--- config.mk ---
export PLATFORM = sky130hd
export DESIGN_NAME = stli_cell
export DESIGN_NICKNAME = d
export VERILOG_FILES = /design/src/hdl/stli_pkg.sv /design/src/hdl/stli_cell.sv
export SDC_FILE = /design/constraint.sdc
export NUM_CORES = 1
export LEC_CHECK = 0
export ABC_AREA = 1
export BUFFER_PORTS_ARGS = -buffer_cell sky130_fd_sc_hd__buf_2
export CAP_MARGIN = 30
export CORE_MARGIN = 5
export CORE_UTILIZATION = 29
export DETAILED_ROUTE_END_ITERATION = 6
export PLACE_DENSITY_LB_ADDON = 0.05
export SYNTH_ARGS = -nofsm -noshare
export SYNTH_HDL_FRONTEND = slang
export SYNTH_SLANG_ARGS = --single-unit
--- constraint.sdc ---
create_clock -name clock -period 4.5 [get_ports clock]
set_input_delay 0.675 -clock clock [delete_from_list [all_inputs] [get_ports clock]]
set_output_delay 0.675 -clock clock [all_outputs]
set_load 0.1 [all_outputs]
--- src/hdl/stli_pkg.sv ---
// Package: payload types, status codes and default parameters of the interpolator
package stli_pkg;

   localparam int DEF_TABLE_DEPTH   = 64;
   localparam int DEF_FRACTION_BITS = 16;

   localparam logic [1:0] STATUS_OK    = 2'd0;
   localparam logic [1:0] STATUS_DUP   = 2'd1;
   localparam logic [1:0] STATUS_FULL  = 2'd2;
   localparam logic [1:0] STATUS_EMPTY = 2'd3;

   localparam logic MODE_LOAD  = 1'b0;
   localparam logic MODE_QUERY = 1'b1;

   typedef struct packed {
      logic               mode;
      logic signed [31:0] point_key;
      logic signed [31:0] point_value;
      logic signed [31:0] query_time;
   } req_type;

   typedef struct packed {
      logic signed [31:0] result_value;
      logic [1:0]         status;
      logic               clamped;
   } rsp_type;

   // Command broadcast from the sequencer to every cell
   typedef struct packed {
      logic               load;      // insert key at the compare boundary
      logic signed [31:0] key;
      logic signed [31:0] value;
   } cell_cmd_type;

endpackage

--- src/hdl/stli_cell.sv ---
// One table cell: holds one breakpoint, compares it and shifts toward the upper neighbor
module stli_cell
   import stli_pkg::*;
(
   input  logic               clock,
   input  logic               reset,
   input  cell_cmd_type       cmd,
   input  logic               prev_valid,    // lower neighbor holds a point (high below cell 0)
   input  logic               prev_gt,       // lower neighbor key is above cmd.key
   input  logic signed [31:0] prev_key,
   input  logic signed [31:0] prev_value,
   output logic               valid,
   output logic               gt,            // this key is above cmd.key
   output logic               eq,
   output logic signed [31:0] key,
   output logic signed [31:0] value
);

   logic               valid_ff, valid_in;
   logic signed [31:0] key_ff, key_in;
   logic signed [31:0] value_ff, value_in;
   logic               own_gt;

   assign own_gt = valid_ff && (key_ff > cmd.key);
   assign gt     = own_gt;
   assign eq     = valid_ff && (key_ff == cmd.key);

   // Shift up when at or above the insert point, take the new point at the boundary
   // or in the first empty cell
   always_comb begin
      valid_in = valid_ff;
      key_in   = key_ff;
      value_in = value_ff;
      if (cmd.load) begin
         if (prev_gt) begin
            valid_in = prev_valid;
            key_in   = prev_key;
            value_in = prev_value;
         end else if (own_gt || (!valid_ff && prev_valid)) begin
            valid_in = 1'b1;
            key_in   = cmd.key;
            value_in = cmd.value;
         end
      end
   end

   always_ff @(posedge clock) begin
      if (reset) begin
         valid_ff <= 1'b0;
      end else begin
         valid_ff <= valid_in;
      end
      key_ff   <= key_in;
      value_ff <= value_in;
   end

   assign valid = valid_ff;
   assign key   = key_ff;
   assign value = value_ff;

endmodule

Word level (Yosys, flattened, before mapping)
Cells that the tools add are included.
{"block": "totals", "ff_bits": 65, "out_inout_bits": 67, "wordCells": 18}
{"block": "classes", "magnitude_cmp": 1, "eq_ne": 1, "mux": 6, "n_reduce_logical": 7}
{"cell": "two-way mux 32 bit", "n": 4}
{"cell": "== test 32 bit", "n": 1}
{"cell": "greater-than comparator 32 bit", "n": 1}
{"cell": "logical AND 1 bit", "n": 3}
{"cell": "two-way mux 1 bit", "n": 2}
{"cell": "AND reduction 2 bit", "n": 1}
{"cell": "nonzero test 2 bit", "n": 1}
{"cell": "logical NOT 1 bit", "n": 1}
{"cell": "logical OR 1 bit", "n": 1}

Logic depth before layout (Yosys ltp)
Gate-level depths: netlist of the first run.
{"block": "depth", "word_depth": 5, "ltp_mapped": 19}

Least setup slack after synthesis of the first run
No wires, ideal clock.
{"block": "synth_path", "path_kind": "register to register", "from": "reg key_ff[21] (netlist: key[21])", "to": "reg key_ff[0] (netlist: key[0]), enable pin", "setup_time_ps": 418, "arrival_time_ps": 3334, "t_required_ps": 4082, "setup_slack_ps": 748, "stages_incl_launch_ff": 13, "n_path_buf": 0, "synth_period_minus_slack_ps": 3752, "path_cell_list": "edfxtp_1 -> ha_1 -> a21oi_1 -> nor2_1 -> nor2_1 -> nand3_1 -> a21oi_2 -> nand3_1 -> nand2_1 -> nand2_1 -> nand2_1 -> nand2_2 -> inv_1"}
{"block": "synth_between", "elab_chain_cells": 5}
{"element": "start, declared", "line": "stli_cell.sv:20", "rtl": "logic signed [31:0] key_ff, key_in;"}
{"element": "start signal, assigned", "line": "stli_cell.sv:53", "rtl": "key_ff <= key_in;"}
{"element": "greater-than comparator 32 bit", "line": "stli_cell.sv:24", "rtl": "assign own_gt = valid_ff && (key_ff > cmd.key);"}
{"element": "logical AND 1 bit", "line": "stli_cell.sv:24"}
{"element": "logical OR 1 bit", "line": "stli_cell.sv:39", "rtl": "end else if (own_gt || (!valid_ff && prev_valid)) begin"}
{"element": "nonzero test 2 bit (no line)"}
{"element": "AND reduction 2 bit (no line)"}
No other way between the ends.
A chain may end at the register's enable or synchronous reset.

Worst setup path in the final report of the first run
{"block": "layout_path", "from": "in cmd[53] (netlist name)", "to": "out gt"}
{"block": "layout_between", "elab_chain_cells": 2}
{"element": "start, declared", "line": "stli_cell.sv:7", "rtl": "input cell_cmd_type cmd,"}
{"element": "greater-than comparator 32 bit", "line": "stli_cell.sv:24"}
{"element": "logical AND 1 bit", "line": "stli_cell.sv:24"}
{"element": "end, declared", "line": "stli_cell.sv:13", "rtl": "output logic gt,"}
No other way between the ends.

==> summary.md, run 1 <==
| Metric | Value |
|---|---|
| Setup TNS | 0 ns |
| DRT antenna net count | 0 |
| RSZ-0062 raised after global routing | false |
| Number of detailed-route iterations in the first pass | 4 |
| Drt drc | 0 |
| Netlist Area Pre-Place | 3596 um^2 |
| Final HPWL DP | 7442 um |
| Syn Inst Count | 334 |
| Tcrit/Tclk final | 67.05% |
| Status | complete, no violations |
| Largest net degree at the start of global routing | 97 |
| Hold Violations, Final | 0 |
| Seq/Total Area, Yosys | 54.00% |
| Final wirelength | 9571 um |
| GRT met3 Usage | 4.942% |
| Syn_nets | 499 |
| TritonCTS clock tree | built |
| Area Overhead vs Synth | 40.54% |
| Synthesized flop and latch total | 65 |
| Clock slew at reported path FFs | 0.05 ns |
| Drt via density | 4.248 |
| Final instance area | 5054 um^2 |
| Fraction of registers with async set/reset | 0% |
| GP Congestion | 0.7403 |
| Vias in the first global route | 3126 |
| Initial Util | 29.81% |
| Fin nets | 700 |
| Chip width | 121.4 um |
| Commonest cells post-synth | nand2_1 (73), edfxtp_1 (64), inv_1 (43) |
| Core Footprint | 12060 um^2 |
| Crit Path Max Fanout | 2 |
| Max-slew headroom | 36.53% |
| Worst endpoint data arrival time | 2.34 ns |
| Setup CP Type | input port to output pin |
| Layout cell share with drive strength beyond 1 | 48.70% |
| PostCTS Resize Cnt | 0 |
| CTS max path bufs | 2 |
| Clk Latency, worst-skew pair | 0.33 ns |
| DP Worst Slack | 1.331 ns |
| Setup Buffers After CTS | 0 |
| Wirelength per Cell | 13.50 um |
| Port Buffer Count | 199 |
| CP max-delay cell | buf_2 |
| Met1 GRT Util | 15.15% |
| Slew of the pin with the lowest slew margin | 0.9521 ns |
| Initial DRC count | 75 |
| Post-synth EDFFs | 64 |
| Power Density | 389.0 nW/um^2 |
| Average cell area after synthesis | 10.77 um^2 |
| Final WS setup | 1.483 ns |
| Worst path max stage delay | 0.43 ns |
| Synth top area share | 53.44% |
| Post-DP Area | 4778 um^2 |
| Total CTS buffers | 9 |
| Count leader, synth | nand2_1 |
| Post-layout min period | 3.017 ns |
| Synth warn | 0 |
| Std-Cell Rows | 40 |
| Dominant cell type by area after synthesis | edfxtp_1 |
| Top cells by area, synth | edfxtp_1 (53%), ha_1 (11%), mux2_2 (10%), nand2_1 (7.6%), o21ai_0 (4.6%) |
| # hold bufs at CTS | 0 |
| I/O Pins | 200 |
| H-tree levels | 3 |
| Slew Limit Fails | 0 |
| Leakage | 2.469 nW |
| Crit. End Element | output pin |
| Critical path startpoint category | input port |
| Post-synthesis cell type count | 22 |
| Initial antenna violation count | 2 |
| Min-Delay Path Class | register to register |
| CP Data Required Time | 3.83 ns |
| FMAX | 331.4 MHz |
| Met2 usage | 20.55% |
| Final Setup Violations | 0 |
| Peak supply drop | 176.6 uV |
| Die area | 14730 um^2 |
| Critical-path cell list | buf_2, inv_1, ha_1, a21oi_1, nor2_1, nor2_1, nand3_1, a21oi_2, nand3_1, nand2_1, nand2_1, inv_1, buf_2 |
| Gr usage total | 12.66% |
| CTS sink cnt | 65 |
| Die H | 121.4 um |
| Top Usage Layer GRT | met2 |
| First-pass GRT wire length | 14680 um |
| Max Cap Viol | 0 |
| Via count | 3012 |
| Clock Tree Root | clkbuf_16 |
| Total grt overflow | 0 |
| Main synth FF type | edfxtp_1 |
| Max Clock Skew | 0.009632 ns |
==> critical path, delay by kind of cell <==
kind / cells / cell delay (ns)
adder cells (fa/ha/maj): 1 / 0.30
AO/OA/AOI/OAI: 2 / 0.31
AND/OR/NAND/NOR: 6 / 0.45
buffers and inverters: 4 / 0.60
==> layer usage <==
layer / part of all wire (%) / vias up
met5: 0.073 / -
met4: 1.3 / 2
met3: 10 / 11
met2: 46 / 124
met1: 42 / 1330
li1: - / 1545
==> final timing paths <==
check	start	to	slack, ns	cells past startpoint
worst max register to register	key[21]$_DFFE_PP_	key[31]$_DFFE_PP_	1.78	13
worst max-delay path	cmd[53]	gt	1.48	13
worst min register to register	valid$_SDFFE_PP0P_	valid$_SDFFE_PP0P_	0.52	2
worst min-delay path	valid$_SDFFE_PP0P_	valid$_SDFFE_PP0P_	0.52	2
==> through the flow <==
step / hold WS, ns / util [%] / std cells / total power, W
after floorplan: 0.8220 / - / 334 / 0.001211
after global placement: 0.5087 / 39.62 / 692 / 0.001349
after detailed placement: 0.5100 / 39.62 / 692 / 0.001349
after CTS: 0.5193 / 41.88 / 708 / 0.001996
after global routing: 0.5684 / 41.90 / 709 / 0.002057
final: 0.5205 / 41.90 / 709 / 0.001966
==> area by class of cell <==
class / instances / area [um^2]
Antenna cell: 1 / 2.502
Sequential cell: 65 / 1942
Clock buffer: 9 / 225.2
Clock inverter: 7 / 47.55
Multi-Input combinational cell: 211 / 1424
Tap cell: 168 / 210.2
Timing Repair Buffer: 201 / 1026
Inverter: 47 / 176.4
Fill cell: 1242 / 7008
==> cells in the final DEF, fill, tap and decap left out, drive strengths merged, types with 6 or more instances in the layout <==
cell type,netlist,final
nor2,15,15
ha,32,32
mux2,33,33
o21ai,33,33
buf,2,201
inv,46,46
nand2,76,76
a21oi,14,14
edfxtp,64,64
clkbuf,9,9
clkinv,1,6
==> sequential cells by signal, summed over array words and instances (netlist names) <==
register	count
valid	1
key	32
value	32
==> logic make-up (layout without fill, tap and decap cells) <==
family,after synthesis,after routing,share of synthesized area [%]
AND/OR/NAND/NOR,97,97,10.93
AO/OA/AOI/OAI,49,49,7.203
other,0,1,0
buffers and inverters,58,264,6.402
flip-flops,65,65,54.00
multiplexers,33,33,10.33
adder cells (fa/ha/maj),32,32,11.13
==> where the power goes <==
group	leakage (nW)	switching (W)	internal, W	total (W)
logic	1.71	0.000450	0.000137	0.000588
registers	0.623	0.0000170	0.000725	0.000742
clock network	0.131	0.000265	0.000371	0.000636
Power figures use the tool's default switching activity.
==> run 2: changes to the inputs <==
==> constraint.sdc (replaced) <==
create_clock -name clock -period 2.85 [get_ports clock]
set_input_delay 0.4275 -clock clock [delete_from_list [all_inputs] [get_ports clock]]
set_output_delay 0.4275 -clock clock [all_outputs]
set_load 0.1 [all_outputs]
==> run 2 against run 1 <==
  * Register-to-register slack got worse by 1.3 ns
  * Sequential cell count is the same
  * Setup slack worse by 1.2 ns
  * Clock skew down 0.0030 ns
  * Sequential power up 58%
  * Hold slack got worse by 0.14 ns
  * Non-clock buffer count grew 1
  * Design area increased by 1.2%
  * Sequential share of layout area down 0.47 points
  * Combinational power rose by 60%
  * Global-route usage is 0.14 points higher
==> summary.md, run 2 (same netlist as run 1, synthesis figures left out) <==
| Metric | Value |
|---|---|
| Clock slew at reported path FFs | 0.06 ns (was 0.05 ns) |
| Number of detailed-route iterations in the first pass | 4 (unchanged) |
| PostCTS Resize Cnt | 0 (unchanged) |
| Std-Cell Rows | 40 (unchanged) |
| Hold Violations, Final | 0 (unchanged) |
| Die H | 121.4 um (unchanged) |
| Fin nets | 701 (was 700) |
| Slew Limit Fails | 0 (unchanged) |
| Final HPWL DP | 7458 um (was 7442 um) |
| Drt drc | 0 (unchanged) |
| Slew of the pin with the lowest slew margin | 0.5276 ns (was 0.9521 ns) |
| Worst path max stage delay | 0.44 ns (was 0.43 ns) |
| Setup CP Type | register to output pin (was input port to output pin) |
| Initial antenna violation count | 0 (was 2) |
| Hold Slack | 0.3779 ns (was 0.5205 ns) |
| Peak supply drop | 273.4 uV (was 176.6 uV) |
| Port Buffer Count | 199 (unchanged) |
| Overall power | 0.003166 W (was 0.001966 W) |
| Largest net degree at the start of global routing | 97 (unchanged) |
| Total CTS buffers | 9 (unchanged) |
| Fill count | 1243 (was 1242) |
| Leakage | 2.481 nW (was 2.469 nW) |
| H-tree levels | 3 (unchanged) |
| # hold bufs at CTS | 0 (unchanged) |
| Min-Delay Path Class | input port to register (was register to register) |
| DRT antenna net count | 0 (unchanged) |
| Via count | 3006 (was 3012) |
| Max-slew headroom | 65.07% (was 36.53%) |
| CP max-delay cell | buf_2 (unchanged) |
| Wirelength per Cell | 13.36 um (was 13.50 um) |
| Status | complete, no violations (unchanged) |
| Tcrit/Tclk final | 91.58% |
| Crit. End Element | output pin (unchanged) |
| Die area | 14730 um^2 (unchanged) |
| Worst endpoint data arrival time | 2.18 ns (was 2.34 ns) |
| I/O Pins | 200 (unchanged) |
| Crit Path Max Fanout | 2 (unchanged) |
| Post-layout min period | 2.610 ns |
| Most common cell after layout, fill and taps aside | buf_2 (unchanged) |
| Crit path from | key[23]$_DFFE_PP_ (was cmd[53]) |
| Diode count | 0 (was 1) |
| TritonCTS clock tree | built (unchanged) |
| Setup Buffers After CTS | 0 (unchanged) |
| CP Data Required Time | 2.42 ns (was 3.83 ns) |
| FMAX | 383.1 MHz |
| Critical-path cell list | ha_1, nand2_1, nor2_1, nand4_2, nor2_2, nand2_1, nor2_4, buf_2 (was buf_2, inv_1, ha_1, a21oi_1, nor2_1, nor2_1, nand3_1, a21oi_2, nand3_1, nand2_1, nand2_1, inv_1, buf_2) |
| CP dominant cell by count | nand2_1 |
| Hold Path Origin | prev_key[27] (was valid$_SDFFE_PP0P_) |
| Final Setup Violations | 0 (unchanged) |
| Power Density | 618.9 nW/um^2 (was 389.0 nW/um^2) |
| Max Cap Viol | 0 (unchanged) |
| Total grt overflow | 0 (unchanged) |
| Drt via density | 4.240 (was 4.248) |
| Clock Tree Root | clkbuf_16 (unchanged) |
| Area Overhead vs Synth | 42.28% (was 40.54%) |
| Vias in the first global route | 3093 (was 3126) |
| Layout cell share with drive strength beyond 1 | 48.24% (was 48.70%) |
| First-pass GRT wire length | 14590 um (was 14680 um) |
| Initial Util | 29.81% (unchanged) |
| Clk Latency, worst-skew pair | 0.33 ns (about the same) |
| Critical path startpoint category | register (was input port) |
| Filler-free cell count of the finished design | 709 (unchanged) |
| Chip width | 121.4 um (unchanged) |
| Gr usage total | 12.80% (was 12.66%) |
| Most frequent cells in the layout | buf_2 (197), nand2_1 (73), edfxtp_1 (64) (was buf_2 (198), nand2_1 (73), edfxtp_1 (64)) |
| Max Clock Skew | 0.006674 ns (was 0.009632 ns) |
| GP Congestion | 0.7652 (was 0.7403) |
| R2r startpoint | key[19]$_DFFE_PP_ (was key[21]$_DFFE_PP_) |
| CTS sink cnt | 65 (unchanged) |
| Final wirelength | 9470 um (was 9571 um) |
| Initial DRC count | 76 (was 75) |
| Cell Count Post-Placement | 693 (was 692) |
| Core Footprint | 12060 um^2 (unchanged) |
| RSZ-0062 raised after global routing | false (unchanged) |
| CTS max path bufs | 2 (unchanged) |
| Final cell utilization of the core | 42.42% (was 41.90%) |
[run 2: cell count changes in the layout (fill, tap and decap cells not counted), moves of 2 or more]
cell,delta
buf_12,+2
clkbuf_1,+2
clkinv_1,+3
clkinv_2,-2
clkinv_4,-2
[run 2: final cells by class]
class	count	area [um^2]	share of cell area [%]
clock buffer	11	232.7	4.549
clock inverter	5	46.29	0.9049
inverter	47	180.2	3.522
multi-input combinational	211	1444	28.22
sequential	65	1942	37.96
tap	168	210.2	4.109
timing repair buffer	202	1061	20.74
[run 2: routing by layer]
metal / GRT usage [%] / wire length (um) / up-vias
met1: 14.41 / 3768 / 1328
met4: 6.092 / 184 / 0
met5: 0 / 0 / -
li1: - / - / 1541
met2: 20.97 / 4434 / 125
met3: 5.268 / 1082 / 12
[run 2: where the power goes]
| group | switching, W | leakage, nW | total [W] | internal, W |
|---|---|---|---|---|
| Combinational | 0.000713 | 1.72 | 0.000938 | 0.000226 |
| Clock | 0.000389 | 0.136 | 0.00106 | 0.000667 |
| Sequential | 0.0000276 | 0.623 | 0.00117 | 0.00115 |
[run 2: worst paths after layout]
| path | end | slack, ns | cells past startpoint |
|---|---|---|---|
| max | eq | 0.24 | 8 |
| min | key[27]$_DFFE_PP_ | 0.38 | 3 |
| max reg2reg | value[0]$_DFFE_PP_ | 0.50 | 13 |
| min reg2reg | valid$_SDFFE_PP0P_ | 0.57 | 2 |
[run 2: metrics by stage]
stage,setup TNS (ns),area [um^2],setup slack (ns)
after global placement,0,4837,0.3523
after detailed placement,0,4837,0.3363
after floorplan,-36.59,3620,-0.5698
after CTS,0,5116,0.1926
after global routing,0,5116,0.06525
final,0,5116,0.2399
[run 2: worst max-delay path: cells and delay by family (launching register included)]
| kind | cells | cell delay [ns] |
|---|---|---|
| AND/OR/NAND/NOR | 6 | 0.69 |
| adder cells (fa/ha/maj) | 1 | 0.31 |
| flip-flops | 1 | 0.40 |
| buffers and inverters | 1 | 0.44 |
