File: config.mk
export PLATFORM = sky130hd
export DESIGN_NAME = stli_divider
export DESIGN_NICKNAME = d
export VERILOG_FILES = /design/src/hdl/stli_pkg.sv /design/src/hdl/stli_divider.sv
export SDC_FILE = /design/constraint.sdc
export NUM_CORES = 1
export LEC_CHECK = 0
export ABC_AREA = 1
export BUFFER_PORTS_ARGS = -buffer_cell sky130_fd_sc_hd__buf_2
export CELL_PAD_IN_SITES_DETAIL_PLACEMENT = 1
export CELL_PAD_IN_SITES_GLOBAL_PLACEMENT = 1
export CORE_MARGIN = 3
export CORE_UTILIZATION = 38
export CTS_CLUSTER_SIZE = 20
export DETAILED_ROUTE_END_ITERATION = 8
export MAX_ROUTING_LAYER = met4
export PLACE_DENSITY_LB_ADDON = 0.2
export SYNTH_ARGS = -nofsm -noshare
export SYNTH_HDL_FRONTEND = slang
export SYNTH_SLANG_ARGS = --single-unit
File: constraint.sdc
create_clock -name clock -period 3.4 [get_ports clock]
set_clock_uncertainty 0.15 [all_clocks]
set_input_delay 0.85 -clock clock [delete_from_list [all_inputs] [get_ports clock]]
set_output_delay 0.85 -clock clock [all_outputs]
set_load 0.1 [all_outputs]
File: src/hdl/stli_pkg.sv
// Package: payload types, status codes and default parameters of the interpolator
package stli_pkg;

   localparam int DEF_TABLE_DEPTH   = 64;
   localparam int DEF_FRACTION_BITS = 16;

   localparam logic [1:0] STATUS_OK    = 2'd0;
   localparam logic [1:0] STATUS_DUP   = 2'd1;
   localparam logic [1:0] STATUS_FULL  = 2'd2;
   localparam logic [1:0] STATUS_EMPTY = 2'd3;

   localparam logic MODE_LOAD  = 1'b0;
   localparam logic MODE_QUERY = 1'b1;

   typedef struct packed {
      logic               mode;
      logic signed [31:0] point_key;
      logic signed [31:0] point_value;
      logic signed [31:0] query_time;
   } req_type;

   typedef struct packed {
      logic signed [31:0] result_value;
      logic [1:0]         status;
      logic               clamped;
   } rsp_type;

   // Command broadcast from the sequencer to every cell
   typedef struct packed {
      logic               load;      // insert key at the compare boundary
      logic signed [31:0] key;
      logic signed [31:0] value;
   } cell_cmd_type;

endpackage

File: src/hdl/stli_divider.sv
// Restoring divider: one quotient bit a cycle, unsigned
module stli_divider
   import stli_pkg::*;
#(
   parameter int WIDTH = 48
) (
   input  logic             clock,
   input  logic             reset,
   input  logic             start,
   input  logic [WIDTH-1:0] numer,
   input  logic [WIDTH-1:0] denom,
   output logic             done,
   output logic [WIDTH-1:0] quot
);

   localparam int CW = $clog2(WIDTH + 1);

   logic [WIDTH-1:0] quot_ff, quot_in;
   logic [WIDTH:0]   rem_ff, rem_in;
   logic [WIDTH-1:0] den_ff, den_in;
   logic [CW-1:0]    cnt_ff, cnt_in;
   logic             busy_ff, busy_in;
   logic             done_ff, done_in;
   logic [WIDTH:0]   trial;

   assign trial = {rem_ff[WIDTH-1:0], quot_ff[WIDTH-1]};

   // Shift in one numerator bit, subtract when it fits
   always_comb begin
      quot_in = quot_ff;
      rem_in  = rem_ff;
      den_in  = den_ff;
      cnt_in  = cnt_ff;
      busy_in = busy_ff;
      done_in = 1'b0;
      if (start) begin
         quot_in = numer;
         rem_in  = '0;
         den_in  = denom;
         cnt_in  = CW'(WIDTH);
         busy_in = 1'b1;
      end else if (busy_ff) begin
         if (trial >= {1'b0, den_ff}) begin
            rem_in  = trial - {1'b0, den_ff};
            quot_in = {quot_ff[WIDTH-2:0], 1'b1};
         end else begin
            rem_in  = trial;
            quot_in = {quot_ff[WIDTH-2:0], 1'b0};
         end
         cnt_in = cnt_ff - 1'b1;
         if (cnt_ff == CW'(1)) begin
            busy_in = 1'b0;
            done_in = 1'b1;
         end
      end
   end

   always_ff @(posedge clock) begin
      if (reset) begin
         busy_ff <= 1'b0;
         done_ff <= 1'b0;
      end else begin
         busy_ff <= busy_in;
         done_ff <= done_in;
      end
      quot_ff <= quot_in;
      rem_ff  <= rem_in;
      den_ff  <= den_in;
      cnt_ff  <= cnt_in;
   end

   assign done = done_ff;
   assign quot = quot_ff;

endmodule

# After elaboration in Yosys (flattened, before gate mapping)
# Index checks and enable logic that the tools add are counted.
# word_totals
in_bits	99
out_inout_bits	49
reg_bits	152
# classes
n_lt_le_gt_ge	1
muxes	8
n_reduce_logical	2
eq_ne	1
bitwise_logic	1
add_sub_neg	2
# op_table
cell	count
48-bit two-way mux	3
49-bit by 48-bit greater-or-equal comparator with 1-bit output	1
48-bit subtractor	1
6-bit by 1-bit equality test with 1-bit output (second input constant)	1
6-bit by 1-bit subtractor with 6-bit output (second input constant)	1
1-bit two-way mux	5
3-bit OR reduction	1
2-bit nonzero test	1
1-bit inverter	1

# Logic depth before layout (Yosys ltp)
# Gate-level depths: netlist of the first run.
# depth
ltp_word	4
ltp_mapped	17
mapped_depth_nobuf	16

# Worst setup path before layout of the first run
# Ideal clock, no wire load.
# synth_timing
path_type	in2reg
startpoint	in start
endpoint	reg quot_ff[0] (netlist: quot[0]) (enable)
setup_time_ns	0.429
required_ns	2.821
cell_stages	4
arrival_ns	2.861
n_path_buf	2
path_slack_ns	-0.040
path_cell_list	clkbuf_1 > nor2_1 > inv_1 > clkbuf_1
# synth_between
elab_chain_cells	1
# synth_lines
item	line	rtl
from (decl)	stli_divider.sv:9	input logic start,
2-bit nonzero test (no line)	-	
to (signal assigned)	stli_divider.sv:66	quot_ff <= quot_in;
to (decl)	stli_divider.sv:18	logic [WIDTH-1:0] quot_ff, quot_in;
# Every way passes these cells.
# A chain may end at the register's enable or synchronous reset.

# Worst setup path in the final report of the first run
# layout_timing
startpoint	reg den_ff[32]
endpoint	reg rem_ff[3]
# layout_between
elab_chain_cells	2
# layout_lines
item	line	rtl
from (decl)	stli_divider.sv:20	logic [WIDTH-1:0] den_ff, den_in;
from (signal assigned)	stli_divider.sv:68	den_ff <= den_in;
49-bit by 48-bit greater-or-equal comparator with 1-bit output	stli_divider.sv:43	if (trial >= {1'b0, den_ff}) begin
48-bit two-way mux	stli_divider.sv:43	
to (signal assigned)	stli_divider.sv:67	rem_ff <= rem_in;
to (decl)	stli_divider.sv:19	logic [WIDTH:0] rem_ff, rem_in;
# Every way passes these cells.

==> results of run 1 <==
sequential cells by signal, indices dropped and copies added (netlist names):
| signal | cells |
|---|---|
| busy_ff | 1 |
| cnt_ff | 6 |
| done | 1 |
| den_ff | 48 |
| quot | 48 |
| rem_ff | 48 |
stage by stage:
stage          area, um2  std cells  setup slack [ps]  total power [W]  hold WS (ps)
2_1_floorplan      10540       1567             532.6         0.002938         294.9
3_3_place_gp       11670       2060             595.7         0.003176         304.0
3_5_place_dp       11670       2060             554.0         0.003191         317.3
4_1_cts            12280       2092             545.9         0.005251         330.6
5_1_grt            12280       2092             293.1         0.005403         352.4
6_report           12280       2093             547.4         0.005193         326.0
layout by cell type, fill, tap and decap left out, drive strengths merged:
cell / instances
nand3b: 1
nand3: 119
bufinv: 3
clkbuf: 22
dfxtp: 56
and2: 5
a21o: 1
nor2: 85
nor4: 1
o21ai: 29
o21a: 3
clkinv: 4
nand2: 618
o22ai: 1
and3: 1
clkinvlp: 2
o211ai: 1
o21bai: 3
inv: 329
buf: 161
nand4: 61
xor2: 4
edfxtp: 96
diode: 1
nor3: 10
fa: 1
a21oi: 32
xnor2: 21
ha: 50
cells in the mapped netlist (all sizes together) (3+ instances only):
library cell | number | area (um2)
a21oi | 32 | 163.9
and2 | 5 | 31.28
buf | 21 | 145.1
clkbuf | 19 | 71.32
dfxtp | 56 | 1121
edfxtp | 96 | 2883
ha | 50 | 625.6
inv | 327 | 1227
nand2 | 618 | 2340
nand3 | 119 | 655.6
nand4 | 61 | 381.6
nor2 | 85 | 364.1
nor3 | 10 | 55.05
o21a | 3 | 22.52
o21ai | 29 | 145.1
o21bai | 3 | 22.52
xnor2 | 21 | 183.9
xor2 | 4 | 35.03
worst reg2reg max path: stages (launching register included):
cell      delay, ps
edfxtp_1        330
inv_1            50
ha_1            390
nand2_2         120
nor2_2          200
inv_2            90
nor2_4          130
nand2_2          70
nor2_2          120
nand2_2         300
nand3_2         210
buf_12          240
nand2_1         170
nand3_1          70
o21ai_0          80
final timing paths:
check          endpoint  slack, ps       start  cells past startpoint
min reg2reg  rem_ff[43]        330  rem_ff[43]                      2
max           rem_ff[3]        550  den_ff[32]                     14
min          rem_ff[43]        330  rem_ff[43]                      2
max reg2reg   rem_ff[3]        550  den_ff[32]                     14
where the power goes:
group,leakage [nW],switching (W),internal (W)
Combinational,4.81,0.000786,0.000212
Sequential,1.42,0.0000532,0.00210
Clock,0.291,0.000844,0.00120
Total,6.52,0.00168,0.00351
area by class of cell:
cell class	count	area, um2	share of cell area
multi-input cells	1047	5102	0.4154
flip-flops and latches	152	4004	0.3260
inverters	328	1231	0.1002
repair buffers	161	868.3	0.07069
well taps	372	465.4	0.03789
clock buffers	22	464.2	0.03779
clock inverters	10	145.1	0.01182
diodes	1	2.502	0.0002037
kinds of logic (layout without fill, tap and decap cells):
| group | after synthesis | count (layout) | synth area share |
|---|---|---|---|
| simple gates | 901 | 901 | 0.3651 |
| buf+inv | 368 | 521 | 0.1374 |
| compound gates | 70 | 70 | 0.03562 |
| other cells | 0 | 1 | 0 |
| flops | 152 | 152 | 0.3799 |
| xor+xnor | 25 | 25 | 0.02078 |
| fa+ha+maj | 51 | 51 | 0.06126 |
layer usage:
layer  track usage  part of all wire
met1        0.2937              0.47
met2        0.3843              0.46
met3       0.05072             0.053
met4       0.05982             0.017
met5             -                 0
==> load_flow_metrics.sql, run 1 <==
INSERT INTO impl_metrics (metric_group, metric, value, unit) VALUES
('clock_tree', 'number_of_buffers_created_by_cts', '17', ''),
('final_layout', 'n_fill_cell', '3582', ''),
('worst_setup_path', 'setup.worst_path.end_class', 'flop', ''),
('clock_tree', 'ctsHoldBuffers', '0', ''),
('detailed_routing', 'vias_per_cell', '4.832', ''),
('detailed_routing', 'drt.antenna.violating_nets', '0', ''),
('global_routing', 'wire_length_of_the_first_global_routing_pass', '54860', 'um'),
('final_layout', 'nNetsFinal', '1857', ''),
('logic_synthesis', 'post_synth_num_cell_types', '37', ''),
('sta', 'worst-slew-pin-transition', '817.0', 'ps'),
('power', 'vdd_ir_drop_max', '0.3539', 'mV'),
('worst_setup_path', 'timing.critical_path.fanout_max', '49', ''),
('final_layout', 'final_layout_size_suffix_gt1_frac', '0.1436', ''),
('logic_synthesis', 'synth_enable_flop_cells', '96', ''),
('global_routing', 'grt_pass1_vias', '10560', ''),
('sta', 'setup_violations', '0', ''),
('sta', 'fin_setup_tns', '0', 'ps'),
('sta', 'timing.final.hold_violations', '0', ''),
('worst_setup_path', 'crit_top_cell', 'nand2_2', ''),
('die', 'die-width', '172.5', 'um'),
('clock_tree', 'clk_root_buffer_cell', 'clkbuf_16', ''),
('placed_design', 'portBuffers', '147', ''),
('die', 'die_height', '172.5', 'um'),
('worst_setup_path', 'cp_num_buf_inv', '3', ''),
('sta', 'worst_slew_margin_rel', '0.4553', ''),
('logic_synthesis', 'fraction_of_registers_with_async_set_reset', '0', ''),
('die', 'initial_core_utilization', '0.3889', ''),
('global_routing', 'grt_start_max_net_pins', '74', ''),
('clock_tree', 'clock_latency', '460', 'ps'),
('logic_synthesis', 'synthesis.area_per_instance', '6.725', 'um2'),
('power', 'p_per_area', '422.8', 'mW/mm2'),
('clock_tree', 'number_of_sinks_handled_by_clock_tree_synthesis', '152', ''),
('worst_setup_path', 'timing_worst_setup_path_type', 'reg2reg', ''),
('clock_tree', 'tritoncts', 'done', ''),
('worst_setup_path', 'cp_slowest_cell', 'ha_1', ''),
('placed_design', 'dp.final_hpwl', '26030', 'um'),
('worst_setup_path', 'critPathTopFamily', 'simple AND/OR/NAND/NOR gates', ''),
('logic_synthesis', 'synth_nets', '1717', ''),
('clock_tree', 'clockBufferDepth', '2', ''),
('sta', 'post-route-period-util', '0.8390', ''),
('detailed_routing', 'routed_wl', '33280', 'um'),
('worst_setup_path', 'worstPathArrival', '3010', 'ps'),
('sta', 'drv_slew', '0', ''),
('min_path', 'type_of_the_tightest_min_delay_check', 'reg2reg', ''),
('detailed_routing', 'wl_per_cell', '15.90', 'um'),
('die', 'core_region_area', '0.02710', 'mm2'),
('clock_tree', 'clk_pin_slew_worst_paths', '60', 'ps'),
('power', 'p_leak', '6.522', 'nW'),
('detailed_routing', 'detailedRoute.firstIterationViolations', '535', ''),
('die', 'dieArea', '0.02977', 'mm2'),
('global_routing', 'globalRouteTotalUtil', '0.2336', ''),
('logic_synthesis', 'synth-seq-cells', '152', ''),
('die', 'fp-row-count', '60', ''),
('logic_synthesis', 'synth_seq_area_share', '0.3799', ''),
('logic_synthesis', 'synth.cell_area', '0.01054', 'mm2'),
('final_layout', 'finish.utilization', '0.4532', ''),
('detailed_routing', 'post-route-drc-count', '0', ''),
('worst_setup_path', 'worstPathCellList', 'inv_1 -> ha_1 -> nand2_2 -> nor2_2 -> inv_2 -> nor2_4 -> nand2_2 -> nor2_2 -> nand2_2 -> nand3_2 -> buf_12 -> nand2_1 -> nand3_1 -> o21ai_0', ''),
('detailed_routing', 'dr.pass1.iters', '5', ''),
('final_layout', 'area.growth.synth_to_final', '16.55', '%'),
('sta', 'rsz_0062_raised_after_global_routing', 'false', ''),
('job', 'max-cap-violations', '0', ''),
('clock_tree', 'htreeDepth', '4', ''),
('placed_design', 'globalplace.congestion', '0.9594', ''),
('logic_synthesis', 'yosys_warnings', '0', ''),
('clock_tree', 'post_cts.repair.setup_buffers', '0', ''),
('global_routing', 'gr-total-overflow', '0', ''),
('logic_synthesis', 'synth-main-ff-cell', 'edfxtp_1', ''),
('clock_tree', 'cts-resized-gates', '0', ''),
('worst_setup_path', 'timing.critical_path.from_type', 'flop', ''),
('detailed_routing', 'via_count', '10110', ''),
('worst_setup_path', 'cpPeakStageDelay', '390', 'ps'),
('worst_setup_path', 'cp_data_required_time', '3560', 'ps'),
('logic_synthesis', 'synth_cells', '1567', ''),
('sta', 'clock.fmax', '350.6', 'MHz'),
('die', 'ioPinCount', '148', ''),
('global_routing', 'grt_antenna_before_repair', '0', ''),
('sta', 'layout_min_cycle_time', '2853', 'ps'),
('run_status', 'status', 'complete, no violations', '');
Power figures use the tool's default switching activity.
==> run 2: changes to the inputs <==
clock period = 2.5 ns   (was 3.4 ns; I/O delays follow)
==> load_flow_metrics.sql, run 2 (same netlist as run 1, synthesis figures left out) <==
INSERT INTO impl_metrics (metric_group, metric, value, unit) VALUES
('run_status', 'status', 'complete, no violations', ''),
('die', 'die-width', '172.5', 'um'),
('placed_design', 'globalplace.congestion', '0.9424', ''),
('power', 'vdd_ir_drop_max', '0.4431', 'mV'),
('global_routing', 'wire_length_of_the_first_global_routing_pass', '57000', 'um'),
('power', 'p_clk_frac', '0.374', ''),
('global_routing', 'gr-total-overflow', '0', ''),
('final_layout', 'area.growth.synth_to_final', '29.79', '%'),
('clock_tree', 'htreeDepth', '4', ''),
('power', 'power.internal', '0.004683', 'W'),
('detailed_routing', 'routed_wl', '36810', 'um'),
('sta', 'post-route-period-util', '0.9875', ''),
('final_layout', 'post_layout_nonfiller_instances', '2144', ''),
('die', 'core_region_area', '0.02710', 'mm2'),
('placed_design', 'dp_slack', '-52.34', 'ps'),
('power', 'sw_frac_of_total', '0.3447', ''),
('die', 'dieArea', '0.02977', 'mm2'),
('sta', 'worst-slew-pin-transition', '503.7', 'ps'),
('sta', 'drv_slew', '0', ''),
('global_routing', 'grt_start_max_net_pins', '75', ''),
('global_routing', 'globalRouteTotalUtil', '0.2454', ''),
('final_layout', 'most-common-layout-cells', '570 x nand2_1, 296 x inv_1, 146 x buf_2', ''),
('worst_setup_path', 'setup.worst_path.end_class', 'flop', ''),
('placed_design', 'dp.final_hpwl', '26780', 'um'),
('clock_tree', 'clk_pin_slew_worst_paths', '80', 'ps'),
('worst_setup_path', 'cpPeakStageDelay', '330', 'ps'),
('detailed_routing', 'wl_per_cell', '17.17', 'um'),
('clock_tree', 'number_of_sinks_handled_by_clock_tree_synthesis', '152', ''),
('final_layout', 'num_antenna_cells', '0', ''),
('final_layout', 'final_area', '0.01368', 'mm2'),
('die', 'initial_core_utilization', '0.3889', ''),
('min_path', 'type_of_the_tightest_min_delay_check', 'in2reg', ''),
('sta', 'worst_slew_margin_rel', '0.6665', ''),
('clock_tree', 'clock_latency', '450', 'ps'),
('worst_setup_path', 'timing.critical_path.from_type', 'flop', ''),
('final_layout', 'n_fill_cell', '3504', ''),
('sta', 'setup_ws', '31.23', 'ps'),
('die', 'ioPinCount', '148', ''),
('global_routing', 'grt_pass1_vias', '11080', ''),
('detailed_routing', 'drt.antenna.violating_nets', '0', ''),
('global_routing', 'grt_antenna_before_repair', '0', ''),
('sta', 'clock.fmax', '405.1', 'MHz'),
('placed_design', 'placedCellCount', '2098', ''),
('power', 'share_seq_of_total_power', '0.409', ''),
('die', 'fp-row-count', '60', ''),
('clock_tree', 'clockBufferDepth', '2', ''),
('worst_setup_path', 'cp_slowest_cell', 'edfxtp_1', ''),
('sta', 'setup_violations', '0', ''),
('power', 'p_per_area', '522.5', 'mW/mm2'),
('worst_setup_path', 'timing_worst_setup_path_type', 'reg2reg', ''),
('worst_setup_path', 'cp_data_required_time', '2680', 'ps'),
('detailed_routing', 'detailedRoute.firstIterationViolations', '583', ''),
('power', 'power.share.combinational', '0.217', ''),
('clock_tree', 'clk_root_buffer_cell', 'clkbuf_16', ''),
('min_path', 'min_delay_path_depth', '1', ''),
('clock_tree', 'tritoncts', 'done', ''),
('worst_setup_path', 'worst-r2r-cell-count', '14', ''),
('worst_setup_path', 'timing.critical_path.fanout_max', '6', ''),
('power', 'p_leak', '6.928', 'nW'),
('worst_setup_path', 'worstPathCellList', 'inv_1 -> ha_4 -> nand2_4 -> nor2_4 -> nand4_1 -> nor2_1 -> nand4_1 -> nand3_4 -> buf_12 -> buf_12 -> buf_16 -> nand2_1 -> nand3_1 -> o21ai_0', ''),
('job', 'max-cap-violations', '0', ''),
('detailed_routing', 'dr.pass1.iters', '5', ''),
('clock_tree', 'number_of_buffers_created_by_cts', '17', ''),
('sta', 'timing.final.hold_violations', '0', ''),
('detailed_routing', 'via_count', '10550', ''),
('final_layout', 'most_common_cell_after_layout_fill_and_taps_aside', 'nand2_1', ''),
('final_layout', 'nNetsFinal', '1909', ''),
('power', 'power.net_switching', '0.002464', 'W'),
('placed_design', 'portBuffers', '147', ''),
('final_layout', 'final_layout_size_suffix_gt1_frac', '0.2393', ''),
('detailed_routing', 'post-route-drc-count', '0', ''),
('detailed_routing', 'vias_per_cell', '4.922', ''),
('sta', 'layout_min_cycle_time', '2469', 'ps'),
('worst_setup_path', 'worstPathArrival', '2650', 'ps'),
('die', 'die_height', '172.5', 'um'),
('sta', 'rsz_0062_raised_after_global_routing', 'true', ''),
('placed_design', 'dpl_cell_area', '0.01212', 'mm2');
## run 2: changes by cell type in the layout (fill, tap and decap cells not counted), moves of 10 or more
cell     before  now
nor2_1       72   57
nand2_2       8   38
buf_12        2   13
buf_4        13   47
ha_1         50    9
nand2_4       0   10
nand2_1     610  570
ha_4          0   37
nand3_1     107   97
## run 2: stage by stage
step | TNS, ps | power, W | hold slack, ps | utilization
after detailed placement | -169.7 | 0.004389 | 315.9 | 0.4473
after global routing | -1037 | 0.007425 | 173.7 | 0.5047
after floorplan | -1273 | 0.004001 | 294.9 | -
after global placement | 0 | 0.004359 | 311.0 | 0.4473
final | 0 | 0.007147 | 199.3 | 0.5047
after CTS | 0 | 0.007093 | 178.7 | 0.4784
## run 2: cell type report
type / count / area [um2] / share of cell area
multi-input combinational: 1047 / 5899 / 0.4313
clock buffer: 18 / 439.2 / 0.03211
inverter: 328 / 1231 / 0.09001
tap: 372 / 465.4 / 0.03403
clock inverter: 14 / 138.9 / 0.01015
sequential: 152 / 4004 / 0.2927
timing repair buffer: 213 / 1500 / 0.1097
## run 2: repair_timing
item | 4_1_cts | 5_1_grt
setup buffers | 1 | 9
cloned | 2 | 3
gates resized for setup | 29 | 118
hold buffers | 0 | 0
pin swaps | 9 | 21
endpoints found under the setup margin | 20 | 49
## run 2: per-layer routing
layer	wire length, um	vias up	global-route usage
met1	16530	5015	0.3039
met2	17710	254	0.4150
met3	1769	47	0.04523
met5	0	-	-
li1	-	5237	-
met4	797	0	0.06353
## run 2: final timing paths
kind                  start    endpoint  slack (ps)
setup reg to reg  den_ff[5]  rem_ff[14]          30
setup / recovery  den_ff[5]  rem_ff[14]          30
hold reg to reg   cnt_ff[3]   cnt_ff[3]         330
hold / removal    denom[13]  den_ff[13]         200
## run 2: power groups by stage
stage	sequential, W	clock, W	combinational, W
final	0.00293	0.00267	0.00155
after global routing	0.00295	0.00282	0.00166
after CTS	0.00293	0.00272	0.00145
after detailed placement	0.00297	0	0.00141
after global placement	0.00297	0	0.00139
after floorplan	0.00355	0	0.000451
## run 2: critical path: cells and delay by family (launching register included)
kind	cells	cell delay (ps)
simple gates	8	1020
compound gates	1	70
flops	1	330
fa+ha+maj	1	310
buf+inv	4	460
